===== src/design/lsdr_pkg.sv =====
// Shared constants, types and command/status structs for the base-10 radix sorter.
`timescale 1ns / 1ps

package lsdr_pkg;

  localparam int MAX_ITEMS = 64;
  localparam int ADDR_W    = $clog2(MAX_ITEMS);
  localparam int CNT_W     = ADDR_W + 1;
  localparam int VALUE_W   = 10;
  localparam int DIG_W     = 4;
  localparam int BCD_W     = 3 * DIG_W;
  localparam int NDIG_W    = 2;
  localparam int RADIX     = 10;
  localparam int VALUE_MAX = 999;

  // floor(x / 10) == (x * 205) >> 11 for every x below 1029
  localparam int DIV10_MUL   = 205;
  localparam int DIV10_SHIFT = 11;

  // what the second stage does with the registered memory read
  typedef enum logic [2:0] {
    RD_NONE = 3'd0,
    RD_CNT  = 3'd1,
    RD_SCT  = 3'd2,
    RD_CPY  = 3'd3,
    RD_EMIT = 3'd4
  } rd_mode_t;

  typedef struct packed {
    logic              cap_in;
    logic              conv;
    logic              store;
    logic              clr_cnt;
    logic              pfx;
    logic [DIG_W-1:0]  pfx_k;
    rd_mode_t          rd_mode;
    logic [ADDR_W-1:0] idx;
    logic [NDIG_W-1:0] digit;
    logic              em_load;
    logic              em_last;
    logic              end_set;
  } lsdr_cmd_t;

  typedef struct packed {
    logic [CNT_W-1:0] fill;
    logic             last;
    logic             out_free;
  } lsdr_status_t;

endpackage


===== src/design/lsdr_dp.sv =====
// Datapath: input capture, BCD conversion, value/scratch stores, bucket counters, output reg.
`timescale 1ns / 1ps

module lsdr_dp (
  input  logic                           clk,
  input  logic                           rst_n,
  input  lsdr_pkg::lsdr_cmd_t            cmd,
  output lsdr_pkg::lsdr_status_t         status,
  input  logic [lsdr_pkg::VALUE_W-1:0]   in_value,
  input  logic                           in_last,
  input  logic                           out_stall,
  output logic                           out_valid,
  output logic [lsdr_pkg::VALUE_W-1:0]   out_sorted_value,
  output logic                           out_last_out,
  output logic                           out_overflow
);
  import lsdr_pkg::*;

  localparam int QPROD_W = VALUE_W + 8;

  // stores hold values as three BCD digits
  logic [BCD_W-1:0]   mem_a [MAX_ITEMS];
  logic [BCD_W-1:0]   mem_b [MAX_ITEMS];
  logic [BCD_W-1:0]   a_rd_r;
  logic [BCD_W-1:0]   b_rd_r;
  rd_mode_t           rd_mode_r;
  logic [ADDR_W-1:0]  idx_r;
  logic [NDIG_W-1:0]  digit_r;

  logic [CNT_W-1:0]   cnt_r   [RADIX];
  logic [CNT_W-1:0]   cnt_nxt [RADIX];
  logic [CNT_W-1:0]   acc_r;
  logic [CNT_W-1:0]   pfx_sum;

  logic [CNT_W-1:0]   fill_r, fill_nxt;
  logic               dropped_r, dropped_nxt;
  logic               out_valid_r, out_valid_nxt;
  logic [VALUE_W-1:0] out_value_r;
  logic               out_last_r;
  logic               out_ovf_r;

  logic [VALUE_W-1:0] v_r;
  logic               last_r;
  logic [6:0]         q_r;
  logic [DIG_W-1:0]   d0_r;

  logic [QPROD_W-1:0] q_prod;
  logic [6:0]         q_val;
  logic [DIG_W-1:0]   d0_val;
  logic [QPROD_W-1:0] q1_prod;
  logic [DIG_W-1:0]   d1_val;
  logic [DIG_W-1:0]   d2_val;

  logic [DIG_W-1:0]   dig;
  logic               dig_ok;
  logic [ADDR_W-1:0]  sct_pos;
  logic               out_xfer;
  logic               store_ok;

  function automatic logic [VALUE_W-1:0] bcd2bin(input logic [BCD_W-1:0] b);
    logic [VALUE_W-1:0] h, t, u;
    h = VALUE_W'(b[3*DIG_W-1:2*DIG_W]);
    t = VALUE_W'(b[2*DIG_W-1:DIG_W]);
    u = VALUE_W'(b[DIG_W-1:0]);
    return (h * VALUE_W'(100)) + (t * VALUE_W'(RADIX)) + u;
  endfunction

  // binary to BCD, one divide-by-ten per cycle
  assign q_prod  = QPROD_W'(v_r) * QPROD_W'(DIV10_MUL);
  assign q_val   = 7'(q_prod >> DIV10_SHIFT);
  assign d0_val  = DIG_W'(v_r - (VALUE_W'(q_val) * VALUE_W'(RADIX)));
  assign q1_prod = QPROD_W'(q_r) * QPROD_W'(DIV10_MUL);
  assign d2_val  = DIG_W'(q1_prod >> DIV10_SHIFT);
  assign d1_val  = DIG_W'(q_r - (7'(d2_val) * 7'(RADIX)));

  assign store_ok = (fill_r < CNT_W'(MAX_ITEMS));

  always_comb begin
    case (digit_r)
      2'd0:    dig = a_rd_r[DIG_W-1:0];
      2'd1:    dig = a_rd_r[2*DIG_W-1:DIG_W];
      default: dig = a_rd_r[3*DIG_W-1:2*DIG_W];
    endcase
  end

  assign dig_ok  = (dig < DIG_W'(RADIX));
  assign sct_pos = dig_ok ? ADDR_W'(cnt_r[dig] - CNT_W'(1)) : '0;
  assign pfx_sum = ((cmd.pfx_k == '0) ? '0 : acc_r) + cnt_r[cmd.pfx_k];

  always_comb begin
    for (int j = 0; j < RADIX; j++) begin
      cnt_nxt[j] = cnt_r[j];
    end
    if (cmd.clr_cnt || cmd.end_set) begin
      for (int j = 0; j < RADIX; j++) begin
        cnt_nxt[j] = '0;
      end
    end else if (cmd.pfx) begin
      cnt_nxt[cmd.pfx_k] = pfx_sum;
    end else if (dig_ok) begin
      case (rd_mode_r)
        RD_CNT:  cnt_nxt[dig] = cnt_r[dig] + CNT_W'(1);
        RD_SCT:  cnt_nxt[dig] = cnt_r[dig] - CNT_W'(1);
        default: cnt_nxt[dig] = cnt_r[dig];
      endcase
    end
  end

  assign out_xfer = out_valid_r && !out_stall;

  always_comb begin
    fill_nxt      = fill_r;
    dropped_nxt   = dropped_r;
    out_valid_nxt = out_valid_r;
    if (cmd.store) begin
      if (store_ok) begin
        fill_nxt = fill_r + CNT_W'(1);
      end else begin
        dropped_nxt = 1'b1;
      end
    end
    if (cmd.end_set) begin
      fill_nxt    = '0;
      dropped_nxt = 1'b0;
    end
    if (cmd.em_load) begin
      out_valid_nxt = 1'b1;
    end else if (out_xfer) begin
      out_valid_nxt = 1'b0;
    end
  end

  always_ff @(posedge clk) begin
    if (!rst_n) begin
      fill_r      <= '0;
      dropped_r   <= 1'b0;
      out_valid_r <= 1'b0;
      rd_mode_r   <= RD_NONE;
      acc_r       <= '0;
      for (int j = 0; j < RADIX; j++) begin
        cnt_r[j] <= '0;
      end
    end else begin
      fill_r      <= fill_nxt;
      dropped_r   <= dropped_nxt;
      out_valid_r <= out_valid_nxt;
      rd_mode_r   <= cmd.rd_mode;
      if (cmd.pfx) begin
        acc_r <= pfx_sum;
      end
      for (int j = 0; j < RADIX; j++) begin
        cnt_r[j] <= cnt_nxt[j];
      end
    end
  end

  always_ff @(posedge clk) begin
    idx_r   <= cmd.idx;
    digit_r <= cmd.digit;
    if (cmd.cap_in) begin
      v_r    <= (in_value > VALUE_W'(VALUE_MAX)) ? VALUE_W'(VALUE_MAX) : in_value;
      last_r <= in_last;
    end
    if (cmd.conv) begin
      q_r  <= q_val;
      d0_r <= d0_val;
    end
    if (cmd.em_load) begin
      out_value_r <= bcd2bin(a_rd_r);
      out_last_r  <= cmd.em_last;
      out_ovf_r   <= dropped_r;
    end
  end

  // value store: load writes or copy-back writes, one read port
  always_ff @(posedge clk) begin
    if (cmd.store && store_ok) begin
      mem_a[fill_r[ADDR_W-1:0]] <= {d2_val, d1_val, d0_r};
    end else if (rd_mode_r == RD_CPY) begin
      mem_a[idx_r] <= b_rd_r;
    end
    if (cmd.rd_mode == RD_CNT || cmd.rd_mode == RD_SCT || cmd.rd_mode == RD_EMIT) begin
      a_rd_r <= mem_a[cmd.idx];
    end
  end

  // scratch store
  always_ff @(posedge clk) begin
    if (rd_mode_r == RD_SCT) begin
      mem_b[sct_pos] <= a_rd_r;
    end
    if (cmd.rd_mode == RD_CPY) begin
      b_rd_r <= mem_b[cmd.idx];
    end
  end

  assign status.fill     = fill_r;
  assign status.last     = last_r;
  assign status.out_free = !out_valid_r || out_xfer;

  assign out_valid        = out_valid_r;
  assign out_sorted_value = out_value_r;
  assign out_last_out     = out_last_r;
  assign out_overflow     = out_ovf_r;

endmodule


===== src/design/lsdr_ctrl.sv =====
// Controller: load, per-digit count/prefix/scatter/copy passes, and emission sequencing.
`timescale 1ns / 1ps

module lsdr_ctrl (
  input  logic                         clk,
  input  logic                         rst_n,
  input  logic                         in_valid,
  output logic                         in_stall,
  input  logic                         cfg_wr_en,
  input  logic [lsdr_pkg::NDIG_W-1:0]  cfg_wr_data,
  input  lsdr_pkg::lsdr_status_t       status,
  output lsdr_pkg::lsdr_cmd_t          cmd
);
  import lsdr_pkg::*;

  typedef enum logic [9:0] {
    S_IDLE  = 10'b0000000001,
    S_CONV  = 10'b0000000010,
    S_STORE = 10'b0000000100,
    S_CLR   = 10'b0000001000,
    S_CNT   = 10'b0000010000,
    S_PFX   = 10'b0000100000,
    S_SCT   = 10'b0001000000,
    S_CPY   = 10'b0010000000,
    S_EMRD  = 10'b0100000000,
    S_EMLD  = 10'b1000000000
  } state_t;

  state_t            state_r, state_nxt;
  logic [CNT_W-1:0]  i_r, i_nxt;
  logic [DIG_W-1:0]  k_r, k_nxt;
  logic [NDIG_W-1:0] d_r, d_nxt;
  logic [NDIG_W-1:0] ndig_r, ndig_nxt;
  logic [CNT_W-1:0]  i_dec;
  logic [CNT_W-1:0]  n;

  assign n     = status.fill;
  assign i_dec = i_r - CNT_W'(1);

  always_comb begin
    state_nxt   = state_r;
    i_nxt       = i_r;
    k_nxt       = k_r;
    d_nxt       = d_r;
    ndig_nxt    = cfg_wr_en ? cfg_wr_data : ndig_r;
    in_stall    = 1'b1;
    cmd         = '0;
    cmd.rd_mode = RD_NONE;
    cmd.idx     = i_r[ADDR_W-1:0];
    cmd.digit   = d_r;
    cmd.pfx_k   = k_r;

    case (state_r)
      S_IDLE: begin
        in_stall = 1'b0;
        if (in_valid) begin
          cmd.cap_in = 1'b1;
          state_nxt  = S_CONV;
        end
      end
      S_CONV: begin
        cmd.conv  = 1'b1;
        state_nxt = S_STORE;
      end
      S_STORE: begin
        cmd.store = 1'b1;
        d_nxt     = '0;
        i_nxt     = '0;
        if (!status.last) begin
          state_nxt = S_IDLE;
        end else if (ndig_r == '0) begin
          state_nxt = S_EMRD;
        end else begin
          state_nxt = S_CLR;
        end
      end
      S_CLR: begin
        cmd.clr_cnt = 1'b1;
        i_nxt       = '0;
        state_nxt   = S_CNT;
      end
      S_CNT: begin
        // the closing step after the last read lets the final count land
        if (i_r < n) begin
          cmd.rd_mode = RD_CNT;
          i_nxt       = i_r + CNT_W'(1);
        end else begin
          k_nxt     = '0;
          state_nxt = S_PFX;
        end
      end
      S_PFX: begin
        cmd.pfx = 1'b1;
        if (k_r == DIG_W'(RADIX - 1)) begin
          i_nxt     = n;
          state_nxt = S_SCT;
        end else begin
          k_nxt = k_r + DIG_W'(1);
        end
      end
      S_SCT: begin
        // walk backward so equal digits keep their order
        if (i_r != '0) begin
          cmd.rd_mode = RD_SCT;
          cmd.idx     = i_dec[ADDR_W-1:0];
          i_nxt       = i_dec;
        end else begin
          state_nxt = S_CPY;
        end
      end
      S_CPY: begin
        if (i_r < n) begin
          cmd.rd_mode = RD_CPY;
          i_nxt       = i_r + CNT_W'(1);
        end else if ((NDIG_W + 1)'(d_r) + (NDIG_W + 1)'(1) == (NDIG_W + 1)'(ndig_r)) begin
          i_nxt     = '0;
          state_nxt = S_EMRD;
        end else begin
          d_nxt     = d_r + NDIG_W'(1);
          state_nxt = S_CLR;
        end
      end
      S_EMRD: begin
        cmd.rd_mode = RD_EMIT;
        state_nxt   = S_EMLD;
      end
      S_EMLD: begin
        if (status.out_free) begin
          cmd.em_load = 1'b1;
          cmd.em_last = ((i_r + CNT_W'(1)) == n);
          if (cmd.em_last) begin
            cmd.end_set = 1'b1;
            state_nxt   = S_IDLE;
          end else begin
            i_nxt     = i_r + CNT_W'(1);
            state_nxt = S_EMRD;
          end
        end
      end
      default: begin
        state_nxt = S_IDLE;
      end
    endcase
  end

  always_ff @(posedge clk) begin
    if (!rst_n) begin
      state_r <= S_IDLE;
      i_r     <= '0;
      k_r     <= '0;
      d_r     <= '0;
      ndig_r  <= NDIG_W'(3);
    end else begin
      state_r <= state_nxt;
      i_r     <= i_nxt;
      k_r     <= k_nxt;
      d_r     <= d_nxt;
      ndig_r  <= ndig_nxt;
    end
  end

endmodule


===== src/design/lsd_radix_sort_base10_unit.sv =====
// Top level of the base-10 LSD radix sorter: controller plus datapath.
//
// Input channel (in_valid/in_stall, in_value, in_last): one value per transfer.
// Values above 999 are clamped to 999. Each transfer passes through capture and
// two divide-by-ten steps into BCD, and in_stall stays high through both steps.
// A transfer with in_last set closes the set and starts the sort. The store
// holds 64 values; extras are dropped and out_overflow is set on the set.
// Sort: num_digits passes (cfg_wr_en/cfg_wr_data, reset 3) over the n stored
// values, each made of a count walk, 10-step prefix sum, backward scatter and
// copy-back, each walk bound by the single store read port.
// Output channel (out_valid/out_stall): n transfers in ascending order of the
// low num_digits decimal digits, out_last_out on the final one. After the last
// pass each result is read from the store, then loaded into the output register
// once that register is free or being taken. A stall holds the output register
// and pauses the emission walk. Once the final result is loaded the block takes
// new input at once. Synchronous reset clears the set, the counters and out_valid
// and restores num_digits to 3. Write cfg only while the block is idle.
`timescale 1ns / 1ps

module lsd_radix_sort_base10_unit (
  input  logic                          clk,
  input  logic                          rst_n,
  input  logic                          in_valid,
  output logic                          in_stall,
  input  logic [lsdr_pkg::VALUE_W-1:0]  in_value,
  input  logic                          in_last,
  output logic                          out_valid,
  input  logic                          out_stall,
  output logic [lsdr_pkg::VALUE_W-1:0]  out_sorted_value,
  output logic                          out_last_out,
  output logic                          out_overflow,
  input  logic                          cfg_wr_en,
  input  logic [lsdr_pkg::NDIG_W-1:0]   cfg_wr_data
);
  import lsdr_pkg::*;

  lsdr_cmd_t    cmd;
  lsdr_status_t status;

  lsdr_ctrl u_ctrl (
    .clk         (clk),
    .rst_n       (rst_n),
    .in_valid    (in_valid),
    .in_stall    (in_stall),
    .cfg_wr_en   (cfg_wr_en),
    .cfg_wr_data (cfg_wr_data),
    .status      (status),
    .cmd         (cmd)
  );

  lsdr_dp u_dp (
    .clk              (clk),
    .rst_n            (rst_n),
    .cmd              (cmd),
    .status           (status),
    .in_value         (in_value),
    .in_last          (in_last),
    .out_stall        (out_stall),
    .out_valid        (out_valid),
    .out_sorted_value (out_sorted_value),
    .out_last_out     (out_last_out),
    .out_overflow     (out_overflow)
  );

endmodule


===== config.mk =====
export PLATFORM = sky130hd
export DESIGN_NAME = lsd_radix_sort_base10_unit
export DESIGN_NICKNAME = d
export VERILOG_FILES = /design/src/design/lsdr_pkg.sv /design/src/design/lsdr_dp.sv /design/src/design/lsdr_ctrl.sv /design/src/design/lsd_radix_sort_base10_unit.sv
export SDC_FILE = /design/constraint.sdc
export NUM_CORES = 2
export LEC_CHECK = 0
export BUFFER_PORTS_ARGS = -buffer_cell sky130_fd_sc_hd__buf_2
export CORE_MARGIN = 2
export CORE_UTILIZATION = 55
export DETAILED_ROUTE_END_ITERATION = 12
export PLACE_DENSITY = 0.77
export SLEW_MARGIN = 30
export SYNTH_ARGS = -nofsm -noshare
export SYNTH_HDL_FRONTEND = slang
export SYNTH_SLANG_ARGS = --single-unit

===== constraint.sdc =====
create_clock -name clk -period 14 [get_ports clk]
set_input_delay 0.7 -clock clk [delete_from_list [all_inputs] [get_ports clk]]
set_output_delay 0.7 -clock clk [all_outputs]
set_load 0.005 [all_outputs]

# [Word-level counts from Yosys, hierarchy flattened]
# Memory sizes are Yosys's and may differ from the RTL's. A register that Yosys moved wholly into a read port is not among the register bits.
# Index checks and enable logic that the tools add are counted.
[word_totals] regBits=86 mem_bits_rw=1606 inputBits=18 memories=3
[memory_table] name="u_dp.mem_a" words=64 word_bits=12 read_ports=1 rd_ports_with_merged_regs=1 wr=1 line="lsdr_dp.sv:22" rtl="logic [BCD_W-1:0] mem_a [MAX_ITEMS];"
[memory_table] name="u_dp.mem_b" words=64 word_bits=12 read_ports=1 rd_ports_with_merged_regs=1 wr=1 line="lsdr_dp.sv:23" rtl="logic [BCD_W-1:0] mem_b [MAX_ITEMS];"
[memory_table] name="u_dp.cnt_r" words=10 word_bits=7 read_ports=12 rd_ports_with_merged_regs=1 wr=10 line="lsdr_dp.sv:30" rtl="logic [CNT_W-1:0] cnt_r [RADIX];"
[classes] addsub=13 multipliers=6 magnitude_cmp=8 n_eq_ne=33 mux=81 bitwise_logic=14 n_reduce_logical=28
[op_table] op="70-bit bitwise mux" count=4
[op_table] op="70-bit 2-to-1 mux" count=3
[op_table] op="7-bit 2-to-1 mux" count=20
[op_table] op="70-bit one-hot mux with 2 select lines" count=1
[op_table] op="10-bit one-hot mux with 10 select lines" count=1
[op_table] op="10-bit 2-to-1 mux" count=6
[op_table] op="7-bit demux with 4-bit select" count=2
[op_table] op="7-bit one-hot mux with 6 select lines" count=1
[op_table] op="9-bit 2-to-1 mux" count=4
[op_table] op="7-bit by 1-bit adder with 7-bit output (second input constant)" count=3
[op_table] op="1-bit 2-to-1 mux" count=21
[op_table] op="10-bit by 8-bit multiplier with 18-bit output (second input constant)" count=1
[op_table] op="6-bit 2-to-1 mux" count=3
[op_table] op="4-bit 2-to-1 mux" count=4
[op_table] op="2-bit inequality test (second input constant)" count=8
[op_table] op="4-bit one-hot mux with 2 select lines" count=2
[op_table] op="7-bit by 8-bit multiplier with 15-bit output (second input constant)" count=1
[op_table] op="7-bit by 1-bit subtractor with 7-bit output (second input constant)" count=2
[op_table] op="3-bit by 2-bit equality test with 1-bit output (second input constant)" count=4
[op_table] op="12-bit 2-to-1 mux" count=1
[op_table] op="3-bit one-hot mux with 4 select lines" count=1
[op_table] op="12-bit OR reduction" count=1
[op_table] op="10-bit by 4-bit adder with 10-bit output" count=1
[op_table] op="10-bit by 8-bit adder with 10-bit output" count=1
[op_table] op="other kinds (53)" count=87

# [Depth between registers and ports, before layout]
[depth] depth_word=13 depth_mapped=19 mapped_depth_nobuf=19

# [Cells and area by module]
# From an unflattened synthesis, not the netlist that was laid out.
[hier_totals] cells_unflattened=3812 hier_area_um2=71949.0
[modules_own_cells] mod="lsdr_dp" n_inst=1 cells_each=3544 area_each_um2=69776.9
[modules_own_cells] mod="lsdr_ctrl" n_inst=1 cells_each=268 area_each_um2=2172.1

# [Worst setup path after synthesis]
# Ideal clock, no wire load.
[synth_path] kind="register -> register" startpoint="register u_dp.q_r[4]" endpoint="memory u_dp.mem_a[0][7] (netlist name), data pin" arrival_ps=6489 setup_slack_ps=6809 stages_incl_launch_ff=19 path_buffers=0 period_less_slack_ps=7191 cell_sequence="edfxtp_1 -> ha_1 -> ha_1 -> fa_1 -> inv_1 -> fa_1 -> inv_1 -> ha_1 -> a31o_2 -> a21oi_1 -> o21ai_0 -> nor3_1 -> nor2_1 -> ha_1 -> fa_1 -> xor2_1 -> xnor2_1 -> xnor2_1 -> o21ai_0"
[synth_between] elab_chain_len=4
[synth_lines] item="start: declaration" line="lsdr_dp.sv:44" rtl="logic [6:0] q_r;"
[synth_lines] item="start signal: assignment" line="lsdr_dp.sv:165" rtl="q_r <= q_val;"
[synth_lines] item="7-bit by 8-bit multiplier with 15-bit output" line="lsdr_dp.sv:72" rtl="assign q1_prod = QPROD_W'(q_r) * QPROD_W'(DIV10_MUL);"
[synth_lines] item="4-bit by 3-bit multiplier with 3-bit output" line="lsdr_dp.sv:74" rtl="assign d1_val = DIG_W'(q_r - (7'(d2_val) * 7'(RADIX)));"
[synth_lines] item="4-bit subtractor" line="lsdr_dp.sv:74"
[synth_lines] item="12-bit 2-to-1 mux (no line)"
[synth_lines] item="end: declaration" line="lsdr_dp.sv:22"
# No other way between the ends.

# [Worst setup path in the final report]
[layout_path] startpoint="register u_ctrl.state_r[2]" endpoint="register u_dp.a_rd_r[5] (read register of u_dp.mem_a), data pin"
[layout_between] elab_chain_len=5 word_cells_on_any_way=11 classes_between="eq/ne (7); mux (2); reduce/logical (2)"
[layout_lines] item="start: declaration" line="lsdr_ctrl.sv:29" rtl="state_t state_r, state_nxt;"
[layout_lines] item="start signal: assignment" line="lsdr_ctrl.sv:154" rtl="state_r <= state_nxt;"
[layout_lines] item="10-bit by 9-bit equality test with 1-bit output (tied with other cells)" line="lsdr_ctrl.sv:53" rtl="case (state_r)"
[layout_lines] item="3-bit one-hot mux with 4 select lines" line="lsdr_ctrl.sv:53"
[layout_lines] item="3-bit by 1-bit equality test with 1-bit output or 3-bit by 2-bit equality test with 1-bit output (tied branches)" line="lsdr_dp.sv:182" rtl="if (cmd.rd_mode == RD_CNT || cmd.rd_mode == RD_SCT || cmd.rd_mode == RD_EMIT) begin"
[layout_lines] item="1-bit logical OR (2 in series)" line="lsdr_dp.sv:182"
[layout_lines] item="end: declaration" line="lsdr_dp.sv:24" rtl="logic [BCD_W-1:0] a_rd_r;"
# Several ways; a longest one is shown, not always the timed one.
# A chain may end at the register's enable or synchronous reset.

==> out/results.txt <==
status - complete, no violations
Net Count, Synth - 4850
clk slew on worst S/H paths - 0.06 ns
Cell variety after synth - 89
worst vdd ir - 0.4568 mV
yosys warns - 0
gr ovfl total - 0
post-synth top area share - 66.36%
Vias - 43540
Hold Fails Final Rpt - 0
final wirelength - 182900 um
CTS Buf Count - 165
critical path arrival - 7.18 ns
Sink Count - 1709
post_cts resized - 0
Placer Congestion - 0.9389
routed len/inst - 27.70 um
Worst-Skew Late Latency - 0.80 ns
HP Class - input port to flip-flop
first-pass GRT wire length - 272300 um
die height - 366.2 um
Detailed Place HPWL - 108300 um
RSZ-0062 raised after global routing - no
Total Power - 13.35 mW
most frequent cell after synthesis - edfxtp_1
Cell Rows - 132
area of the core - 129800 sq um
Post-synth top cells - edfxtp_1 (1594), nand2_1 (628), nor2_1 (254), mux2i_1 (231), mux4_2 (204)
final setup skew - 0.03262 ns
die width - 366.2 um
die area - 134100 sq um
Synth async-reset ratio - 0%
Final Slew Violations - 0
critical path startpoint category - flip-flop
Final Setup Violations - 0
Syn Area/Cell - 15.45 sq um
Port Buffer Count - 31
ranking of synthesized cells by area - edfxtp_1 (66%), mux4_2 (6.4%), nand2_1 (3.3%)
Slew @ Worst Pin - 1.033 ns
Worst Path Required - 14.47 ns
crit path time final - 6.702 ns
reg2reg start - u_ctrl.state_r[2]$_SDFFE_PN0P_
Critical Path End Type - flip-flop
vias in the first global route - 42450
CP max FO - 52
CTS Root Cell - clkbuf_16
register area share after synthesis - 69.55%
cell taking the most area after synthesis - edfxtp_1
clk buf depth - 3
Nets - 4910
Synth Register Bits - 1709
Initial Util - 55.57%
initial DRC count - 5976
CP startpoint - u_ctrl.state_r[2]$_SDFFE_PN0P_
Post-Syn Instances - 4669
hold_sp - in_last
Max Cap Viol - 0
largest net degree at the start of global routing - 110
Max Clock Freq - 149.2 MHz
Synth Flop Type - edfxtp_1
Syn-to-layout area delta - 11.01%
Max transition margin - 31.07%
pwr/cell area - 166.7 nW/um^2
EDFF count, synth - 1594
Mapped Area - 72130 sq um
TritonCTS clock tree - done
worst setup path class - flip-flop to flip-flop
vias per cell - 6.593
Antenna Nets Post-Route - 0
postcts setup bufs - 0
layout cells sized above 1 - 15.59%
cts hold-fix bufs - 0
Tot GR Track Use - 26.99%
DR DRC count - 0
drt first pass iters - 6
fin crit share - 47.87%
Top-Level Pins - 32
antenna violations before repair - 4
CTS H-tree depth - 4
leakage power - 25.64 nW
Setup TNS - 0 ns
## through the flow
| step | worst slack [ns] | cells | utilization (%) | hold slack, ns | cell area (sq um) |
|---|---|---|---|---|---|
| floorplan | 6.809 | 4669 | - | 0.3545 | 72130 |
| global placement | 7.347 | 6298 | 57.41 | 0.3651 | 74530 |
| detailed placement | 7.475 | 6303 | 57.56 | 0.3638 | 74720 |
| CTS | 7.449 | 6602 | 61.64 | 0.03937 | 80020 |
| global route | 6.943 | 6603 | 61.68 | 0.06727 | 80070 |
| finish | 7.298 | 6604 | 61.69 | 0.09338 | 80080 |
## worst max-delay path: stages (launching register included)
cell and delay, ns:
dfxtp_1 0.34, nor4_2 0.41, nand4_1 0.50, or2_1 0.62, o21ai_4 0.26, buf_4 0.70, buf_4 0.70, and2_4 0.70
buf_4 0.71, a32oi_1 0.14, a32o_1 0.27, a221oi_1 0.72, o221ai_1 0.28
## placed cells by master (no fill, tap or decap), types with 47 or more instances in the layout
cell type / netlist / layout
xnor2_1: 48 / 47
inv_1: 99 / 97
a21oi_1: 120 / 115
a31oi_1: 70 / 68
nand2_1: 628 / 620
buf_4: 7 / 130
o21ai_0: 61 / 58
edfxtp_1: 1594 / 1594
mux2i_1: 231 / 231
mux4_2: 204 / 204
nor2_2: 2 / 67
nor2_1: 254 / 176
a221oi_1: 103 / 103
clkbuf_16: 0 / 170
ha_1: 130 / 130
nand3_1: 128 / 128
a32oi_1: 121 / 121
dfxtp_1: 115 / 115
## flip-flops by register name, indices dropped and copies added, names as in the netlist, 3 cells and up, named ones only
signal,count
u_dp.q_r,7
u_dp.idx_r,6
u_ctrl.i_r,7
u_dp.mem_a,768
u_dp.b_rd_r,12
u_dp.cnt_r,60
u_dp.a_rd_r,12
u_ctrl.state_r,10
u_dp.rd_mode_r,3
u_dp.v_r,10
u_dp.mem_b,768
u_dp.fill_r,7
u_dp.acc_r,6
u_dp.d0_r,4
u_ctrl.k_r,4
u_dp.out_sorted_value,10
## final cells by class
cell class                 count  area (sq um)
clock inverter                94         870.8
inverter                     102         390.4
tap                         1742          2180
multi-input combinational   2582         20830
antenna                        1         2.502
clock buffer                 205          4425
fill                        9043         49740
sequential                  1709         50170
timing repair buffer         169          1207
## logic make-up after synthesis
family,share of synthesized area (%)
XOR/XNOR,0.8742
buffers and inverters,2.208
flip-flops,69.55
AND/OR/NAND/NOR,7.119
AO/OA/AOI/OAI,7.455
adder cells (fa/ha/maj),3.171
multiplexers,9.625
## worst paths after layout
check,slack [ns],cells after the start,endpoint
worst min register to register,0.37,0,u_dp.digit_r[1]$_DFF_P_
worst max register to register,7.30,12,u_dp.a_rd_r[5]$_DFFE_PP_
worst max-delay path,7.30,12,u_dp.a_rd_r[5]$_DFFE_PP_
worst min-delay path,0.09,1,u_dp.last_r$_DFFE_PP_
## report_power, final
part	switching, mW	internal (mW)
clock	1.89	2.50
sequential	0.0224	6.76
combinational	1.68	0.485
## metal layers
metal	global-route usage [%]	part of all wire (%)	up-vias
met2	42.62	47	2850
met1	36.62	37	21780
met4	10.46	4.1	2
met5	0.3561	0.0077	-
li1	-	-	18420
met3	6.332	11	490
Power figures use the tool's default switching activity.
